$ cat config.mk
export PLATFORM = sky130hd
export DESIGN_NAME = http_chunked_body_decoder_flat
export DESIGN_NICKNAME = d
export VERILOG_FILES = /design/src/sv/hcbd_pkg.sv /design/src/sv/hcbd_if.sv /design/src/sv/http_chunked_body_decoder.sv /design/src/sv/hcbd_out_fifo.sv /design/src/flat_wrapper.sv
export SDC_FILE = /design/constraint.sdc
export NUM_CORES = 1
export LEC_CHECK = 0
export CAP_MARGIN = 10
export CORE_AREA = 3 3 185 187
export DETAILED_ROUTE_END_ITERATION = 10
export DIE_AREA = 0 0 188 190
export DONT_BUFFER_PORTS = 1
export GPL_ROUTABILITY_DRIVEN = 0
export PLACE_DENSITY = 0.51
export SYNTH_ARGS = -nofsm -noshare
export SYNTH_HDL_FRONTEND = slang
export SYNTH_SLANG_ARGS = --single-unit
$ cat constraint.sdc
create_clock -name clk -period 8.3 [get_ports clk]
set_clock_uncertainty 0.05 [all_clocks]
set_input_delay 2.075 -clock clk [delete_from_list [all_inputs] [get_ports clk]]
set_output_delay 2.075 -clock clk [all_outputs]
set_load 0.02 [all_outputs]
$ cat src/sv/hcbd_pkg.sv
// Shared types and constants for the chunked body decoder.
// Used by the channel interfaces' users, the result queue and the top level.
package hcbd_pkg;

  // default width of the byte counters
  localparam int CNT_W_DEF = 16;
  // result queue depth, a power of two of at least 2
  localparam int OFIFO_DEPTH = 4;

  localparam logic [15:0] CAP_RESET = 16'd8192;

  localparam logic [7:0] CH_LF = 8'h0A;
  localparam logic [7:0] CH_CR = 8'h0D;

  // result kinds
  localparam logic KIND_DATA = 1'b0;
  localparam logic KIND_END  = 1'b1;

  // end-of-body status codes
  localparam logic [2:0] ST_ZERO      = 3'd0;
  localparam logic [2:0] ST_ENDED     = 3'd1;
  localparam logic [2:0] ST_CAP       = 3'd2;
  localparam logic [2:0] ST_BAD_DATA  = 3'd3;
  localparam logic [2:0] ST_BAD_EMPTY = 3'd4;

  // one result item
  typedef struct packed {
    logic        kind;
    logic [7:0]  data_byte;
    logic [15:0] len;
    logic [2:0]  status;
    logic        last;
  } res_t;

  // up to two results pushed per cycle, slot 1 only with slot 0
  typedef struct packed {
    logic v0;
    logic v1;
    res_t d0;
    res_t d1;
  } push_t;

endpackage

$ cat src/sv/hcbd_if.sv
// Valid/ready channel interfaces for raw body bytes and decoded results.
// Standalone; no package dependency.
interface hcbd_in_if;
  logic       valid;
  logic       ready;
  logic [7:0] in_byte;
  logic       in_last;

  modport source(output valid, in_byte, in_last, input ready);
  modport sink(input valid, in_byte, in_last, output ready);
endinterface

interface hcbd_out_if;
  logic        valid;
  logic        ready;
  logic        out_kind;
  logic [7:0]  out_byte;
  logic [15:0] committed_len;
  logic [2:0]  end_status;
  logic        out_last;

  modport source(output valid, out_kind, out_byte, committed_len, end_status, out_last,
                 input ready);
  modport sink(input valid, out_kind, out_byte, committed_len, end_status, out_last,
               output ready);
endinterface

$ cat src/sv/http_chunked_body_decoder.sv
// Chunked body decoder: one raw byte per transaction, results on a queued channel.
// Results are registered in the queue before they reach the output channel.
// Throughput: one byte per cycle while the queue has room; a byte yielding a data
// byte and the summary uses two channel transactions, absorbed by a 4-entry queue.
// Reset (rst_n low, synchronous): parser to size-line start, counts cleared,
// capacity back to 8192, queue emptied.
module http_chunked_body_decoder import hcbd_pkg::*; #(
  parameter int COUNT_WIDTH = CNT_W_DEF
) (
  input  logic          clk,
  input  logic          rst_n,
  hcbd_in_if.sink       in_ch,
  hcbd_out_if.source    out_ch,
  input  logic          cfg_we,
  input  logic [15:0]   cfg_wdata
);

  localparam int AW = COUNT_WIDTH + 1;
  localparam int SW = ((COUNT_WIDTH > 16) ? COUNT_WIDTH : 16) + 2;

  typedef enum logic [4:0] {
    PH_SIZE = 5'b00001,
    PH_LINE = 5'b00010,
    PH_DATA = 5'b00100,
    PH_CR   = 5'b01000,
    PH_LF   = 5'b10000
  } phase_t;

  phase_t                 phase_r, phase_nxt;
  logic [AW-1:0]          acc_r, acc_nxt;
  logic                   saw_r, saw_nxt;
  logic [AW-1:0]          left_r, left_nxt;
  logic [COUNT_WIDTH-1:0] comm_r, comm_nxt;
  logic                   stop_r, stop_nxt;
  logic [2:0]             stat_r, stat_nxt;
  logic [15:0]            cap_r;

  logic                   in_fire;
  logic [7:0]             c;
  logic [7:0]             lc;
  logic                   is_hex;
  logic [3:0]             hex_val;
  logic                   size_path;
  logic                   end_path;
  logic                   data_v;
  logic [SW-1:0]          cap_lim;
  logic [SW-1:0]          mask_ext;
  logic [SW-1:0]          cap_ext;
  logic [AW+3:0]          shifted;
  logic [2:0]             sum_status;
  res_t                   data_res, sum_res;
  push_t                  push;
  res_t                   head;
  logic                   head_v;
  logic                   room;

  assign in_ch.ready = room;
  assign in_fire     = in_ch.valid && room;
  assign c           = in_ch.in_byte;
  assign lc          = c | 8'h20;

  // decode one hex digit
  always_comb begin
    is_hex  = 1'b0;
    hex_val = 4'd0;
    if (c >= "0" && c <= "9") begin
      is_hex  = 1'b1;
      hex_val = c[3:0];
    end else if (lc >= "a" && lc <= "f") begin
      is_hex  = 1'b1;
      hex_val = 4'(lc[3:0] + 4'd9);
    end
  end

  // capacity clipped to the counter range
  assign cap_ext  = SW'(cap_r);
  assign mask_ext = SW'({COUNT_WIDTH{1'b1}});
  assign cap_lim  = (cap_ext < mask_ext) ? cap_ext : mask_ext;

  // parse one byte and update the body state
  always_comb begin
    phase_nxt = phase_r;
    acc_nxt   = acc_r;
    saw_nxt   = saw_r;
    left_nxt  = left_r;
    comm_nxt  = comm_r;
    stop_nxt  = stop_r;
    stat_nxt  = stat_r;
    size_path = 1'b0;
    end_path  = 1'b0;
    data_v    = 1'b0;
    shifted   = '0;

    if (!stop_r) begin
      unique case (phase_r)
        PH_SIZE: size_path = 1'b1;
        PH_LINE: end_path = (c == CH_LF);
        PH_DATA: begin
          data_v   = 1'b1;
          left_nxt = AW'(left_r - 1'b1);
          if (left_nxt == '0) begin
            comm_nxt  = COUNT_WIDTH'(SW'(comm_r) + SW'(acc_r));
            phase_nxt = PH_CR;
          end
        end
        PH_CR: begin
          phase_nxt = PH_SIZE;
          acc_nxt   = '0;
          saw_nxt   = 1'b0;
          if (c == CH_CR) begin
            phase_nxt = PH_LF;
          end else if (c != CH_LF) begin
            size_path = 1'b1;
          end
        end
        PH_LF: begin
          phase_nxt = PH_SIZE;
          acc_nxt   = '0;
          saw_nxt   = 1'b0;
          size_path = (c != CH_LF);
        end
        default: ;
      endcase
    end

    // size-line byte: gather digit, saturating; else flag an error, end or skip the line
    if (size_path) begin
      shifted = {acc_nxt, hex_val};
      priority if (is_hex) begin
        acc_nxt = (shifted[AW+3:AW] != '0) ? '1 : shifted[AW-1:0];
        saw_nxt = 1'b1;
      end else if (!saw_nxt) begin
        stop_nxt = 1'b1;
        stat_nxt = (comm_r != '0) ? ST_BAD_DATA : ST_BAD_EMPTY;
      end else if (c == CH_LF) begin
        end_path = 1'b1;
      end else begin
        phase_nxt = PH_LINE;
      end
    end

    // size line done: zero chunk, capacity check or start payload
    if (end_path) begin
      priority if (acc_nxt == '0) begin
        stop_nxt = 1'b1;
        stat_nxt = ST_ZERO;
      end else if (SW'(comm_r) + SW'(acc_nxt) > cap_lim) begin
        stop_nxt = 1'b1;
        stat_nxt = ST_CAP;
      end else begin
        phase_nxt = PH_DATA;
        left_nxt  = acc_nxt;
      end
    end
  end

  // status reported on the summary
  always_comb begin
    priority if (stop_nxt) begin
      sum_status = stat_nxt;
    end else if ((phase_nxt == PH_SIZE && saw_nxt && acc_nxt == '0) ||
                 (phase_nxt == PH_LINE && acc_nxt == '0)) begin
      sum_status = ST_ZERO;
    end else begin
      sum_status = ST_ENDED;
    end
  end

  // build result items and pack them into the queue slots
  always_comb begin
    data_res.kind      = KIND_DATA;
    data_res.data_byte = c;
    data_res.len       = 16'(comm_nxt);
    data_res.status    = ST_ZERO;
    data_res.last      = 1'b0;

    sum_res.kind      = KIND_END;
    sum_res.data_byte = 8'd0;
    sum_res.len       = 16'(comm_nxt);
    sum_res.status    = sum_status;
    sum_res.last      = 1'b1;

    push.v0 = in_fire && (data_v || in_ch.in_last);
    push.v1 = in_fire && data_v && in_ch.in_last;
    push.d0 = data_v ? data_res : sum_res;
    push.d1 = sum_res;
  end

  // hold state; return to start of body after the summary
  always_ff @(posedge clk) begin
    if (!rst_n) begin
      phase_r <= PH_SIZE;
      acc_r   <= '0;
      saw_r   <= 1'b0;
      left_r  <= '0;
      comm_r  <= '0;
      stop_r  <= 1'b0;
      stat_r  <= ST_ZERO;
    end else if (in_fire) begin
      if (in_ch.in_last) begin
        phase_r <= PH_SIZE;
        acc_r   <= '0;
        saw_r   <= 1'b0;
        left_r  <= '0;
        comm_r  <= '0;
        stop_r  <= 1'b0;
        stat_r  <= ST_ZERO;
      end else begin
        phase_r <= phase_nxt;
        acc_r   <= acc_nxt;
        saw_r   <= saw_nxt;
        left_r  <= left_nxt;
        comm_r  <= comm_nxt;
        stop_r  <= stop_nxt;
        stat_r  <= stat_nxt;
      end
    end
  end

  // capacity register
  always_ff @(posedge clk) begin
    if (!rst_n) begin
      cap_r <= CAP_RESET;
    end else if (cfg_we) begin
      cap_r <= cfg_wdata;
    end
  end

  hcbd_out_fifo #(
    .DEPTH (OFIFO_DEPTH)
  ) u_fifo (
    .clk    (clk),
    .rst_n  (rst_n),
    .push   (push),
    .pop    (head_v && out_ch.ready),
    .head   (head),
    .head_v (head_v),
    .room   (room)
  );

  assign out_ch.valid         = head_v;
  assign out_ch.out_kind      = head.kind;
  assign out_ch.out_byte      = head.data_byte;
  assign out_ch.committed_len = head.len;
  assign out_ch.end_status    = head.status;
  assign out_ch.out_last      = head.last;

  // a last byte always leaves the parser at the start of a fresh body
  a_last_clears: assert property (@(posedge clk) disable iff (!rst_n)
    in_fire && in_ch.in_last |=> !stop_r && phase_r == PH_SIZE && comm_r == '0)
    else $error("state not cleared after summary");

  // payload phase always has bytes outstanding
  a_data_left: assert property (@(posedge clk) disable iff (!rst_n)
    phase_r == PH_DATA |-> left_r != '0)
    else $error("payload phase with no bytes left");

  // data results carry a zero status and no last flag
  a_data_fields: assert property (@(posedge clk) disable iff (!rst_n)
    out_ch.valid && out_ch.out_kind == KIND_DATA |-> out_ch.end_status == ST_ZERO &&
      !out_ch.out_last)
    else $error("malformed data result");

endmodule

$ cat src/sv/hcbd_out_fifo.sv
// Result queue: takes up to two results a cycle, hands out one per transaction.
// Depends on hcbd_pkg for res_t and push_t.
module hcbd_out_fifo import hcbd_pkg::*; #(
  parameter int DEPTH = OFIFO_DEPTH
) (
  input  logic  clk,
  input  logic  rst_n,
  input  push_t push,
  input  logic  pop,
  output res_t  head,
  output logic  head_v,
  output logic  room
);

  localparam int PW = $clog2(DEPTH);
  localparam int CW = $clog2(DEPTH + 1);

  res_t          mem_r [DEPTH];
  logic [PW-1:0] wp_r, rp_r;
  logic [CW-1:0] count_r, count_nxt;
  logic [PW-1:0] wp_nxt, rp_nxt;
  logic [PW-1:0] wp_inc;

  assign wp_inc = PW'(wp_r + 1'b1);
  assign head   = mem_r[rp_r];
  assign head_v = (count_r != '0);
  // room for a full two-result step, independent of the sink this cycle
  assign room   = (count_r <= CW'(DEPTH - 2));

  // advance pointers and occupancy
  always_comb begin
    wp_nxt    = PW'(wp_r + PW'(push.v0) + PW'(push.v1));
    rp_nxt    = pop ? PW'(rp_r + 1'b1) : rp_r;
    count_nxt = CW'(count_r + CW'(push.v0) + CW'(push.v1) - CW'(pop));
  end

  always_ff @(posedge clk) begin
    if (!rst_n) begin
      wp_r    <= '0;
      rp_r    <= '0;
      count_r <= '0;
    end else begin
      wp_r    <= wp_nxt;
      rp_r    <= rp_nxt;
      count_r <= count_nxt;
    end
  end

  // store pushed results
  always_ff @(posedge clk) begin
    if (push.v0) begin
      mem_r[wp_r] <= push.d0;
    end
    if (push.v1) begin
      mem_r[wp_inc] <= push.d1;
    end
  end

endmodule
$ cat src/flat_wrapper.sv
// flat-port wrapper written by rule: the top's interface ports become plain ports
module http_chunked_body_decoder_flat import hcbd_pkg::*;
#(
  parameter int COUNT_WIDTH = CNT_W_DEF
)
  (clk, rst_n, cfg_we, cfg_wdata, in_ch_valid, in_ch_in_byte, in_ch_in_last, in_ch_ready, out_ch_valid, out_ch_out_kind, out_ch_out_byte, out_ch_committed_len, out_ch_end_status, out_ch_out_last, out_ch_ready);
  hcbd_in_if in_ch_i ();
  hcbd_out_if out_ch_i ();
  input  logic clk;
  input  logic rst_n;
  input  logic cfg_we;
  input  logic [15:0] cfg_wdata;
  input wire logic [$bits(in_ch_i.valid)-1:0] in_ch_valid;
  input wire logic [$bits(in_ch_i.in_byte)-1:0] in_ch_in_byte;
  input wire logic [$bits(in_ch_i.in_last)-1:0] in_ch_in_last;
  output wire logic [$bits(in_ch_i.ready)-1:0] in_ch_ready;
  output wire logic [$bits(out_ch_i.valid)-1:0] out_ch_valid;
  output wire logic [$bits(out_ch_i.out_kind)-1:0] out_ch_out_kind;
  output wire logic [$bits(out_ch_i.out_byte)-1:0] out_ch_out_byte;
  output wire logic [$bits(out_ch_i.committed_len)-1:0] out_ch_committed_len;
  output wire logic [$bits(out_ch_i.end_status)-1:0] out_ch_end_status;
  output wire logic [$bits(out_ch_i.out_last)-1:0] out_ch_out_last;
  input wire logic [$bits(out_ch_i.ready)-1:0] out_ch_ready;
  assign in_ch_i.valid = in_ch_valid;
  assign in_ch_i.in_byte = in_ch_in_byte;
  assign in_ch_i.in_last = in_ch_in_last;
  assign in_ch_ready = in_ch_i.ready;
  assign out_ch_valid = out_ch_i.valid;
  assign out_ch_out_kind = out_ch_i.out_kind;
  assign out_ch_out_byte = out_ch_i.out_byte;
  assign out_ch_committed_len = out_ch_i.committed_len;
  assign out_ch_end_status = out_ch_i.end_status;
  assign out_ch_out_last = out_ch_i.out_last;
  assign out_ch_i.ready = out_ch_ready;
  http_chunked_body_decoder #(.COUNT_WIDTH(COUNT_WIDTH)) u_core (.clk(clk), .rst_n(rst_n), .in_ch(in_ch_i), .out_ch(out_ch_i), .cfg_we(cfg_we), .cfg_wdata(cfg_wdata));
endmodule
; Yosys cells after proc, flatten, opt, wreduce, memory -nomap -nowiden
; Memory sizes are Yosys's and may differ from the RTL's. A register that Yosys moved wholly into a read port is not among the register bits.
; Index checks and enable logic that the tools add are counted.
[classes]
add_sub_neg = 11
muxes = 74
order_cmp = 7
reduce_logical = 18
eq_ne = 10
[ops]
columns = operator, n
row1 = two-way mux 17 bit, 12
row2 = two-way mux 16 bit, 5
row3 = two-way mux 5 bit, 11
row4 = logical NOT 17 bit, 2
row5 = two-way mux 1 bit, 30
row6 = two-way mux 29 bit, 1
row7 = two-way mux 3 bit, 9
row8 = adder 16 x 17 -> 18 bit, 1
row9 = greater-than comparator 18 bit, 1
row10 = subtractor 17 x 1 -> 17 bit (second input constant), 1
row11 = adder 16 bit, 1
row12 = == test 8 x 4 -> 1 bit (second input constant), 2
row13 = < comparator 16 bit (second input constant), 1
row14 = nonzero test 16 bit, 1
row15 = case mux 5 bit (3 select lines), 1
row16 = == test 5 x 1 -> 1 bit (second input constant), 2
row17 = == test 5 x 2 -> 1 bit (second input constant), 2
row18 = logical AND 1 bit, 10
row19 = >= comparator 8 x 6 -> 1 bit (second input constant), 1
row20 = >= comparator 8 x 7 -> 1 bit (second input constant), 1
row21 = less-or-equal comparator 8 x 6 -> 1 bit (second input constant), 1
row22 = less-or-equal comparator 8 x 7 -> 1 bit (second input constant), 1
row23 = two-way mux 4 bit, 2
row24 = != test 8 x 4 -> 1 bit (second input constant), 1
row25 = other kinds (15), 20
[totals]
ram_bits = 116
ff_bits = 83
mem_count = 1
[memory_table]
columns = memory, words, width, read_ports, rd_ports_with_merged_regs, wr, line
row1 = u_core.u_fifo.mem_r, 4, 29, 1, 1, 2, hcbd_out_fifo.sv:18  ; res_t mem_r [DEPTH];

; Depth between registers and ports, before layout
; Gate-level depths: netlist (run 1).
[depth]
ltp_word = 20
ltp_mapped = 34

; Cells and area by module
; From an unflattened synthesis (run 1), not the netlist that was laid out.
[unflattened]
hier_cells = 1170
hier_area_um2 = 12483.2
[by_module_without_submodules]
columns = mod, n_inst, area_per_inst_um2, cells_each, seq_area_each_um2
row1 = http_chunked_body_decoder, 1, 6470.0, 844, 1521.5
row2 = hcbd_out_fifo, 1, 6013.3, 326, 3663.5

; Worst setup path before layout (run 1)
; Ideal clock, no wire load.
[synth_path]
path_kind = in2reg
startpoint = input in_ch_in_byte[1]
endpoint = register u_core.left_r[8]
cell_stages = 29
setup_ns = 0.116
slack_ns = 0.444
t_arrival_ns = 7.690
cell_sequence = clkbuf_1 > inv_1 > ha_1 > mux2_2 > a31oi_1 > a211oi_2 > nor3b_4 > buf_6 > clkbuf_1 > o21ai_0 > ha_1 > a211oi_1 > o21bai_1 > o21ai_0 > o21ai_0 > a21o_1 > a21oi_1 > xnor2_1 > ha_1 > a21o_1 > a21o_1 > a211oi_1 > o2bb2ai_1 > a2111o_1 > o41a_1 > nor3_4 > and2_4 > o21ai_0 > a31o_2
[synth_via]
elab_chain_len = 13
[synth_rtl]
columns = item, line
row1 = from (decl), flat_wrapper.sv:14  ; input wire logic [$bits(in_ch_i.in_byte)-1:0] in_ch_in_byte;
row2 = >= comparator 8 x 7 -> 1 bit or less-or-equal comparator 8 x 7 -> 1 bit (tied branches), http_chunked_body_decoder.sv:69  ; end else if (lc >= "a" && lc <= "f") begin
row3 = logical AND 1 bit, http_chunked_body_decoder.sv:69
row4 = two-way mux 4 bit, http_chunked_body_decoder.sv:69
row5 = two-way mux 4 bit, http_chunked_body_decoder.sv:66  ; if (c >= "0" && c <= "9") begin
row6 = two-way mux 17 bit, http_chunked_body_decoder.sv:130  ; acc_nxt = (shifted[AW+3:AW] != '0) ? '1 : shifted[AW-1:0];
row7 = two-way mux 17 bit, http_chunked_body_decoder.sv:129  ; priority if (is_hex) begin
row8 = two-way mux 17 bit, http_chunked_body_decoder.sv:127  ; if (size_path) begin
row9 = adder 16 x 17 -> 18 bit, http_chunked_body_decoder.sv:147  ; end else if (SW'(comm_r) + SW'(acc_nxt) > cap_lim) begin
row10 = greater-than comparator 18 bit, http_chunked_body_decoder.sv:147
row11 = two-way mux 17 bit, http_chunked_body_decoder.sv:147
row12 = two-way mux 17 bit, http_chunked_body_decoder.sv:144  ; priority if (acc_nxt == '0) begin
row13 = two-way mux 17 bit *, http_chunked_body_decoder.sv:143  ; if (end_path) begin
row14 = two-way mux 17 bit *, http_chunked_body_decoder.sv:200  ; if (in_ch.in_last) begin
row15 = to (signal assigned), http_chunked_body_decoder.sv:212  ; left_r <= left_nxt;
row16 = to (decl), http_chunked_body_decoder.sv:32  ; logic [AW-1:0] left_r, left_nxt;
; Mark *: on every way between the ends. The rest lies on a longest branch, timed or not.
; A chain may end at the register's enable or synchronous reset.

; Final worst setup path (run 1)
[layout_path]
startpoint = input in_ch_in_byte[0]
endpoint = register u_core.left_r[8]
; The elaborated chain is that of the path after synthesis.

==> reports/qor.csv, run 1 <==
stage,metric,value,unit
timing,Final Setup Violations,0,
grt,first-pass GRT wire length,50300,µm
logic_synthesis,Cells after Synth,1232,
layout,area delta synth->final,10.1,%
power_and_ir_drop,Leakage,0.00474,µW
floorplanning,initial cell density of the core,34.9,%
power_and_ir_drop,Clk pwr share,34.3,%
grt,vias in the first global route,8905,
logic_synthesis,Seq cells post-synth,197,
grt,initial antenna violation count,0,
timing,Slew @ Worst Pin,1.09,ns
timing,Final Hold Viols,0,
logic_synthesis,Async SR Flop Fraction,0,%
timing,Max-slew headroom,27.2,%
layout,Final Non-Filler Cells,1676,
floorplanning,die height,190,µm
route,# DRC,0,
layout,Sequential Area,4710,µm²
floorplanning,# IOs,61,
cts,CTS Sinks,197,
logic_synthesis,"Top FF cell, synth",dfxtp_1,
route,post-route antenna net violation count,0,
layout,most frequent cells in the layout,"149 x nor2_1, 119 x dfxtp_1, 100 x a21oi_1",
grt,total gr overflow,0,
power_and_ir_drop,Combinational Power Share,20.8,%
layout,Layout Nets,1311,
timing,Final min period,7.71,ns
layout,"commonest non-fill, non-tap cell in the layout",nor2_1,
timing,Final Hold Slack,0.394,ns
worst_setup_path,WP data arrival,8.00,ns
logic_synthesis,mux cell area share after synthesis,8.84,%
timing,fmax,130,MHz
logic_synthesis,average size of a mapped cell,9.25,µm²
logic_synthesis,Mapped Area,11400,µm²
worst_setup_path,WP buf/inv,2,
logic_synthesis,simple-gate area share of the yosys netlist,19.8,%
timing,fin crit share,92.9,%
worst_setup_path,Critical Path RT,8.59,ns
floorplanning,Die Width,188,µm
power_and_ir_drop,sequential power share,44.9,%
cts,CTS H-tree lvls,4,
layout,diode count,0,
floorplanning,Rows,66,
floorplanning,die area,35700,µm²
cts,CTS Buf Count,17,
route,Post-Route WL,32000,µm
grt,gr usage total,17.9,%
power_and_ir_drop,VDD IR max,0.156,mV
worst_hold_path,Worst Hold Class,reg2reg,
cts,CTS tree,done,
logic_synthesis,Post-synth EDFFs,76,
timing,RSZ-0062 raised after global routing,false,
worst_setup_path,CP Class,in2reg,
cts,Root Driver,clkbuf_16,
power_and_ir_drop,Pint,1670,µW
power_and_ir_drop,overall power,2490,µW
layout,# fillers,3309,
logic_synthesis,Yosys Warn Count,0,
logic_synthesis,main combinational cell family by area after synthesis,simple AND/OR/NAND/NOR gates,
route,Via density,5.42,
worst_setup_path,slowest CP cell,a2111oi_2,
route,drt wl/cell,19.1,µm
layout,design area,12600,µm²
cts,Clock Tree Buf Depth,2,
timing,setup_tns,0,ns
placement,DP Area,11900,µm²
worst_setup_path,crit-path max cell delay,0.39,ns
placement,DPL Wire Length,22600,µm
outcome,status,finished clean,
route,DR vias,9090,
layout,Multi-input gate area,6220,µm²
worst_setup_path,Worst Setup End Kind,flop,
power_and_ir_drop,Sw Share,32.8,%
route,drt first-iter violations,681,
placement,placed insts,1640,
logic_synthesis,"Seq/Total Area, Yosys",41.3,%
worst_setup_path,"most used cell, CP",o21ai_0,
logic_synthesis,distinct cell type count after synthesis,75,
layout,layout cell share with drive strength beyond 1,9.97,%
logic_synthesis,area fraction in compound gates after synthesis,15.9,%
route,DRT Pass-1 Iters,5,
timing,Slew Limit Fails,0,
worst_setup_path,critical-path maximum fanout,14,
power_and_ir_drop,pwr dens,198,nW/µm²
flow_run,maxcap violations,0,
cts,Worst-path clk slew,0.08,ns
cts,clock insertion delay at the later pin of the skew report,0.45,ns
grt,largest net degree at the start of global routing,68,
cts,post-cts hold buffer count,0,
floorplanning,Core ar.,32600,µm²
worst_setup_path,type of origin of the critical path,primary input,
logic_synthesis,post-synthesis xor/xnor area fraction,2.92,%
placement,IO Port Bufs,0,
logic_synthesis,syn nets,1322,
worst_setup_path,CP top delay family,compound AO/OA/AOI/OAI gates,
power_and_ir_drop,Psw,817,µW
logic_synthesis,Adder-Cell Fraction of Synth Area,6.92,%
-- stage by stage --
stage          worst slack, ns  util, %
2_1_floorplan            0.444        -
3_3_place_gp             0.118     36.5
3_5_place_dp            0.0875     36.5
4_1_cts                  0.536     38.3
5_1_grt                 0.0457     38.5
6_report                 0.591     38.5
-- area by class of cell --
cell class | count | share of cell area, %
Tap cell | 442 | 4.41
Sequential cell | 197 | 37.5
Multi-Input combinational cell | 912 | 49.6
Clock inverter | 14 | 1.27
Inverter | 58 | 1.73
Timing Repair Buffer | 35 | 2.09
Clock buffer | 18 | 3.42
-- registers in the layout (all words and copies together) (netlist names), named ones only --
name / cells
u_core.u_fifo.count_r: 3
u_core.stop_r: 1
u_core.saw_r: 1
u_core.u_fifo.rp_r: 2
u_core.acc_r: 17
u_core.comm_r: 16
u_core.left_r: 17
u_core.u_fifo.mem_r: 112
u_core.cap_r: 16
u_core.stat_r: 3
u_core.u_fifo.wp_r: 2
u_core.phase_r: 5
-- repair_timing --
| action | in CTS | in global routing |
|---|---|---|
| setup endpoints to repair | 0 | 28 |
| buffers inserted | 0 | 4 |
| gates resized for setup | 0 | 3 |
-- path summary, 6_finish.rpt --
kind	startpoint	endpoint	slack, ns	depth (start not counted)
hold / removal	u_core.u_fifo.mem_r[1][0]$_SDFFE_PP1P_	u_core.u_fifo.mem_r[1][0]$_SDFFE_PP1P_	0.39	2
hold reg to reg	u_core.u_fifo.mem_r[1][0]$_SDFFE_PP1P_	u_core.u_fifo.mem_r[1][0]$_SDFFE_PP1P_	0.39	2
setup reg to reg	u_core.phase_r[1]$_SDFFE_PN0P_	u_core.left_r[8]$_SDFFE_PN0P_	1.91	25
setup / recovery	in_ch_in_byte[0]	u_core.left_r[8]$_SDFFE_PN0P_	0.59	28
-- cell usage after synthesis, drive strengths merged, types with 16 or more instances --
| cell type | n | share of area [%] |
|---|---|---|
| and2 | 26 | 1.4 |
| edfxtp | 76 | 20 |
| ha | 55 | 6.0 |
| a21oi | 100 | 4.4 |
| a31oi | 16 | 0.88 |
| dfxtp | 121 | 21 |
| inv | 58 | 1.9 |
| mux4 | 28 | 5.5 |
| clkbuf | 56 | 1.8 |
| mux2i | 35 | 3.1 |
| o21ai | 56 | 2.5 |
| nand2 | 95 | 3.2 |
| nor3 | 23 | 1.1 |
| nor2b | 38 | 2.1 |
| xnor2 | 26 | 2.0 |
| nor2 | 149 | 4.9 |
| a22oi | 26 | 1.7 |
| nand3 | 51 | 2.2 |
-- worst min-delay path: stages (launching register included) --
cell	delay, ns
dfxtp_1	0.31
nand2_1	0.05
nand2_1	0.04
-- power by group through the flow --
stage                     combinational (µW)  sequential [µW]  clock (µW)
after floorplan                          444             1090           0
after global placement                   514             1140           0
after detailed placement                 522             1150           0
after CTS                                524             1120         872
after global routing                     568             1130         910
final                                    518             1120         854
-- kinds of logic (layout without fill, tap and decap cells) --
family / count (synthesis) / in the layout
AND/OR/NAND/NOR: 459 / 459
AO/OA/AOI/OAI: 290 / 290
buffers and inverters: 123 / 125
flip-flops: 197 / 197
XOR/XNOR: 38 / 38
multiplexers: 65 / 65
adder cells (fa/ha/maj): 60 / 60
-- layer usage --
metal	up-vias	GRT usage [%]	part of all wire (%)	routed length, µm
met4	0	5.34	1.8	585
met2	195	30.1	47	15100
met5	-	0	0	0
met1	4411	24.0	47	15000
li1	4446	-	-	-
met3	38	2.67	4.0	1290
No activity file was read; power rests on OpenSTA's default activity.
==> run 2, diff against run 1 <==
--- a/config.mk
+++ b/config.mk
@@ -5,10 +5,11 @@
 export SDC_FILE = /design/constraint.sdc
 export NUM_CORES = 1
 export LEC_CHECK = 0
+export ABC_AREA = 1
 export CAP_MARGIN = 10
-export CORE_AREA = 3 3 185 187
+export CORE_AREA = 3 3 186 188
 export DETAILED_ROUTE_END_ITERATION = 10
-export DIE_AREA = 0 0 188 190
+export DIE_AREA = 0 0 189 191
 export DONT_BUFFER_PORTS = 1
 export GPL_ROUTABILITY_DRIVEN = 0
 export PLACE_DENSITY = 0.51
==> run 2 against run 1 <==
Clock power rose by 0.7%. Combinational power up 37%. Sequential share of layout area up 0.28 points. Flip-flop and latch count unchanged. Cell count increased by 18%. Core utilization is 1.1 points lower. Via count grew 8.9%. First-iteration DRC count rose by 3.8%. Count of clock-buffer cells in the layout stayed put. Setup slack improved by 0.58 ns. Critical path type unchanged.
==> reports/qor.csv, run 2 <==
stage,metric,value,unit,change
cts,CTS tree,done,,
logic_synthesis,"Seq/Total Area, Yosys",41.0,%,-0.31 points
logic_synthesis,Post-synth EDFFs,76,,unchanged
logic_synthesis,most numerous cell in the Yosys netlist,nand2_1,,
cts,Worst-path clk slew,0.08,ns,about the same
logic_synthesis,top cell type by total area after synthesis,dfxtp_1,,
worst_setup_path,R2R depth,34,,+36%
route,post-route antenna net violation count,0,,unchanged
floorplanning,initial cell density of the core,34.5,%,-0.43 points
logic_synthesis,Async SR Flop Fraction,0,%,unchanged
outcome,status,finished clean,,
logic_synthesis,main combinational cell family by area after synthesis,simple AND/OR/NAND/NOR gates,,
worst_setup_path,slowest CP cell,fa_1,,
floorplanning,die area,36100,µm²,+1.1%
worst_setup_path,Worst Setup End Kind,flop,,
grt,gr usage total,17.9,%,about the same
logic_synthesis,Yosys Warn Count,0,,unchanged
layout,biggest regs,"u_core.u_fifo.mem_r: 112 flops, u_core.acc_r: 17 flops, u_core.left_r: 17 flops",,
worst_setup_path,Critical Path RT,8.45,ns,-0.14 ns
cts,clock insertion delay at the later pin of the skew report,0.45,ns,about the same
timing,Slew @ Worst Pin,0.993,ns,-0.0981 ns
timing,Final Hold Viols,0,,unchanged
worst_setup_path,RR Endpoint,u_core.u_fifo.mem_r[2][1]$_DFFE_PP_,,
cts,Clock Tree Buf Depth,2,,unchanged
layout,Largest register FFs,112,,unchanged
logic_synthesis,Yosys top cell area share,21.1,%,-0.16 points
route,Post-Route WL,32200,µm,+0.82%
timing,fmax,140,MHz,+8.2%
layout,"commonest non-fill, non-tap cell in the layout",nand2_1,,
flow_run,maxcap violations,0,,unchanged
timing,Max-slew headroom,33.4,%,+6.2 points
cts,post-cts hold buffer count,0,,unchanged
logic_synthesis,mux cell area share after synthesis,0,%,-8.8 points
logic_synthesis,Seq cells post-synth,197,,unchanged
worst_setup_path,R2R setup slack,2.45,ns,+0.54 ns
route,DRT Pass-1 Iters,5,,unchanged
route,# DRC,0,,unchanged
logic_synthesis,post-synthesis xor/xnor area fraction,3.05,%,+0.13 points
worst_setup_path,CP startpoint,in_ch_in_byte[0],,
cts,Root Driver,clkbuf_16,,
logic_synthesis,area fraction in compound gates after synthesis,17.0,%,+1.1 points
grt,largest net degree at the start of global routing,60,,-12%
timing,Slew Limit Fails,0,,unchanged
power_and_ir_drop,overall power,2710,µW,+8.9%
worst_setup_path,type of origin of the critical path,primary input,,
power_and_ir_drop,Leakage,0.00532,µW,+12%
cts,Post-CTS Setup Bufs,0,,unchanged
floorplanning,Core ar.,33300,µm²,+2.0%
timing,Final min period,7.13,ns,-0.581 ns
layout,most frequent cells in the layout,"327 x nand2_1, 225 x nor2_1, 151 x o21ai_0",,
logic_synthesis,Mapped Area,11500,µm²,+0.77%
logic_synthesis,distinct cell type count after synthesis,47,,-37%
power_and_ir_drop,pwr dens,218,nW/µm²,+9.7%
timing,Final Hold Slack,0.405,ns,+0.0116 ns
cts,post_cts resized,0,,unchanged
route,Via density,5.00,,-7.7%
worst_setup_path,Worst Setup EP,u_core.u_fifo.mem_r[2][1]$_DFFE_PP_,,
worst_setup_path,"most used cell, CP",nand2_1,,
floorplanning,Rows,67,,+1.5%
logic_synthesis,Cells after Synth,1550,,+26%
worst_setup_path,Reg-to-Reg Start,u_core.phase_r[2]$_SDFFE_PN0P_,,
timing,fin crit share,85.9,%,-7.0 points
layout,area delta synth->final,8.43,%,
floorplanning,# IOs,61,,unchanged
worst_setup_path,crit-path max cell delay,0.41,ns,+0.02 ns
timing,Final Setup Violations,0,,unchanged
logic_synthesis,Synth top cells by count,"328 x nand2_1, 229 x nor2_1, 151 x o21ai_0, 141 x a21oi_1, 140 x inv_1",,
grt,total gr overflow,0,,unchanged
timing,setup_tns,0,ns,unchanged
cts,CTS H-tree lvls,4,,unchanged
layout,register bank with the most flops,u_core.u_fifo.mem_r,,
worst_setup_path,critical-path maximum fanout,35,,+21
floorplanning,Die Width,189,µm,+0.53%
worst_setup_path,CP Class,in2reg,,
layout,layout cell share with drive strength beyond 1,6.14,%,-3.8 points
placement,DPL Wire Length,22500,µm,-0.64%
floorplanning,die height,191,µm,+0.53%
logic_synthesis,average size of a mapped cell,7.41,µm²,-20%
grt,vias in the first global route,9396,,+5.5%
route,drt first-iter violations,707,,+3.8%
logic_synthesis,simple-gate area share of the yosys netlist,24.8,%,+5.0 points
logic_synthesis,synth top area cells,"dfxtp_1 21%, edfxtp_1 20%, nand2_1 11%, nor2_1 7.5%, o21ai_0 6.6%",,
logic_synthesis,"Top FF cell, synth",dfxtp_1,,
grt,initial antenna violation count,0,,unchanged
route,DR vias,9902,,+8.9%
route,drt wl/cell,16.3,µm,-15%
logic_synthesis,Adder-Cell Fraction of Synth Area,6.86,%,-0.053 points
layout,diode count,0,,unchanged
cts,CTS Sinks,197,,unchanged
timing,RSZ-0062 raised after global routing,false,,
grt,first-pass GRT wire length,51700,µm,+2.8%
worst_hold_path,Worst Hold Class,reg2reg,,
power_and_ir_drop,VDD IR max,0.157,mV,+0.95%
logic_synthesis,syn nets,1640,,+24%
cts,CTS Buf Count,17,,unchanged
placement,IO Port Bufs,0,,unchanged
worst_setup_path,WP data arrival,7.28,ns,-0.72 ns
layout,Layout Nets,1608,,+23%
[run 2: cell type report]
cell class / count / area (µm²)
well taps: 448 / 561
multi-input cells: 1145 / 5960
repair buffers: 11 / 82.6
fillers: 3515 / 20800
clock buffers: 18 / 439
flip-flops and latches: 197 / 4700
clock inverters: 14 / 163
inverters: 146 / 548
[run 2: per-stage QoR]
stage | util, % | instance area [µm²] | instances | setup slack [ns]
final | 37.4 | 12500 | 1979 | 1.17
after global placement | 35.6 | 11900 | 1947 | 1.04
after global routing | 37.4 | 12500 | 1979 | 0.572
after CTS | 37.4 | 12500 | 1979 | 1.29
after detailed placement | 35.6 | 11900 | 1947 | 0.802
after floorplan | - | 11500 | 1550 | 1.83
[run 2: worst min path at each step]
stage                                            from                                     end  slack [ns]  depth (start not counted)
4_1_cts        u_core.u_fifo.mem_r[2][0]$_SDFFE_PP1P_  u_core.u_fifo.mem_r[2][0]$_SDFFE_PP1P_        0.41                          2
2_1_floorplan  u_core.u_fifo.mem_r[2][0]$_SDFFE_PP1P_  u_core.u_fifo.mem_r[2][0]$_SDFFE_PP1P_        0.37                          2
3_5_place_dp   u_core.u_fifo.mem_r[2][0]$_SDFFE_PP1P_  u_core.u_fifo.mem_r[2][0]$_SDFFE_PP1P_        0.39                          2
6_report       u_core.u_fifo.mem_r[1][0]$_SDFFE_PP1P_  u_core.u_fifo.mem_r[1][0]$_SDFFE_PP1P_        0.41                          2
3_3_place_gp   u_core.u_fifo.mem_r[1][0]$_SDFFE_PP1P_  u_core.u_fifo.mem_r[1][0]$_SDFFE_PP1P_        0.39                          2
5_1_grt                     u_core.saw_r$_SDFFE_PN0P_               u_core.saw_r$_SDFFE_PN0P_        0.43                          2
[run 2: cell families (layout without fill, tap and decap cells)]
| group | after synthesis | after routing |
|---|---|---|
| AND/OR/NAND/NOR | 681 | 681 |
| AO/OA/AOI/OAI | 364 | 364 |
| buffers and inverters | 208 | 189 |
| flip-flops | 197 | 197 |
| adder cells (fa/ha/maj) | 60 | 60 |
| XOR/XNOR | 40 | 40 |
[run 2: where the power goes]
group	leakage [µW]	internal, µW	total [µW]	switching, µW
clock	0.000292	438	860	422
combinational	0.00334	175	709	534
sequential	0.00169	1100	1140	44.2
[run 2: critical path: cells and delay by family]
kind	cells	cell delay (ns)
AND/OR/NAND/NOR	21	2.84
XOR/XNOR	1	0.06
adder cells (fa/ha/maj)	4	1.05
buffers and inverters	4	0.38
AO/OA/AOI/OAI	5	0.85
[run 2: per-layer routing]
| layer | vias to the layer above | global-route usage, % | part of all wire (%) |
|---|---|---|---|
| li1 | 5082 | - | - |
| met1 | 4586 | 24.5 | 48 |
| met2 | 213 | 29.7 | 47 |
| met3 | 21 | 3.04 | 4.2 |
| met4 | 0 | 3.98 | 1.2 |
| met5 | - | 0 | 0 |
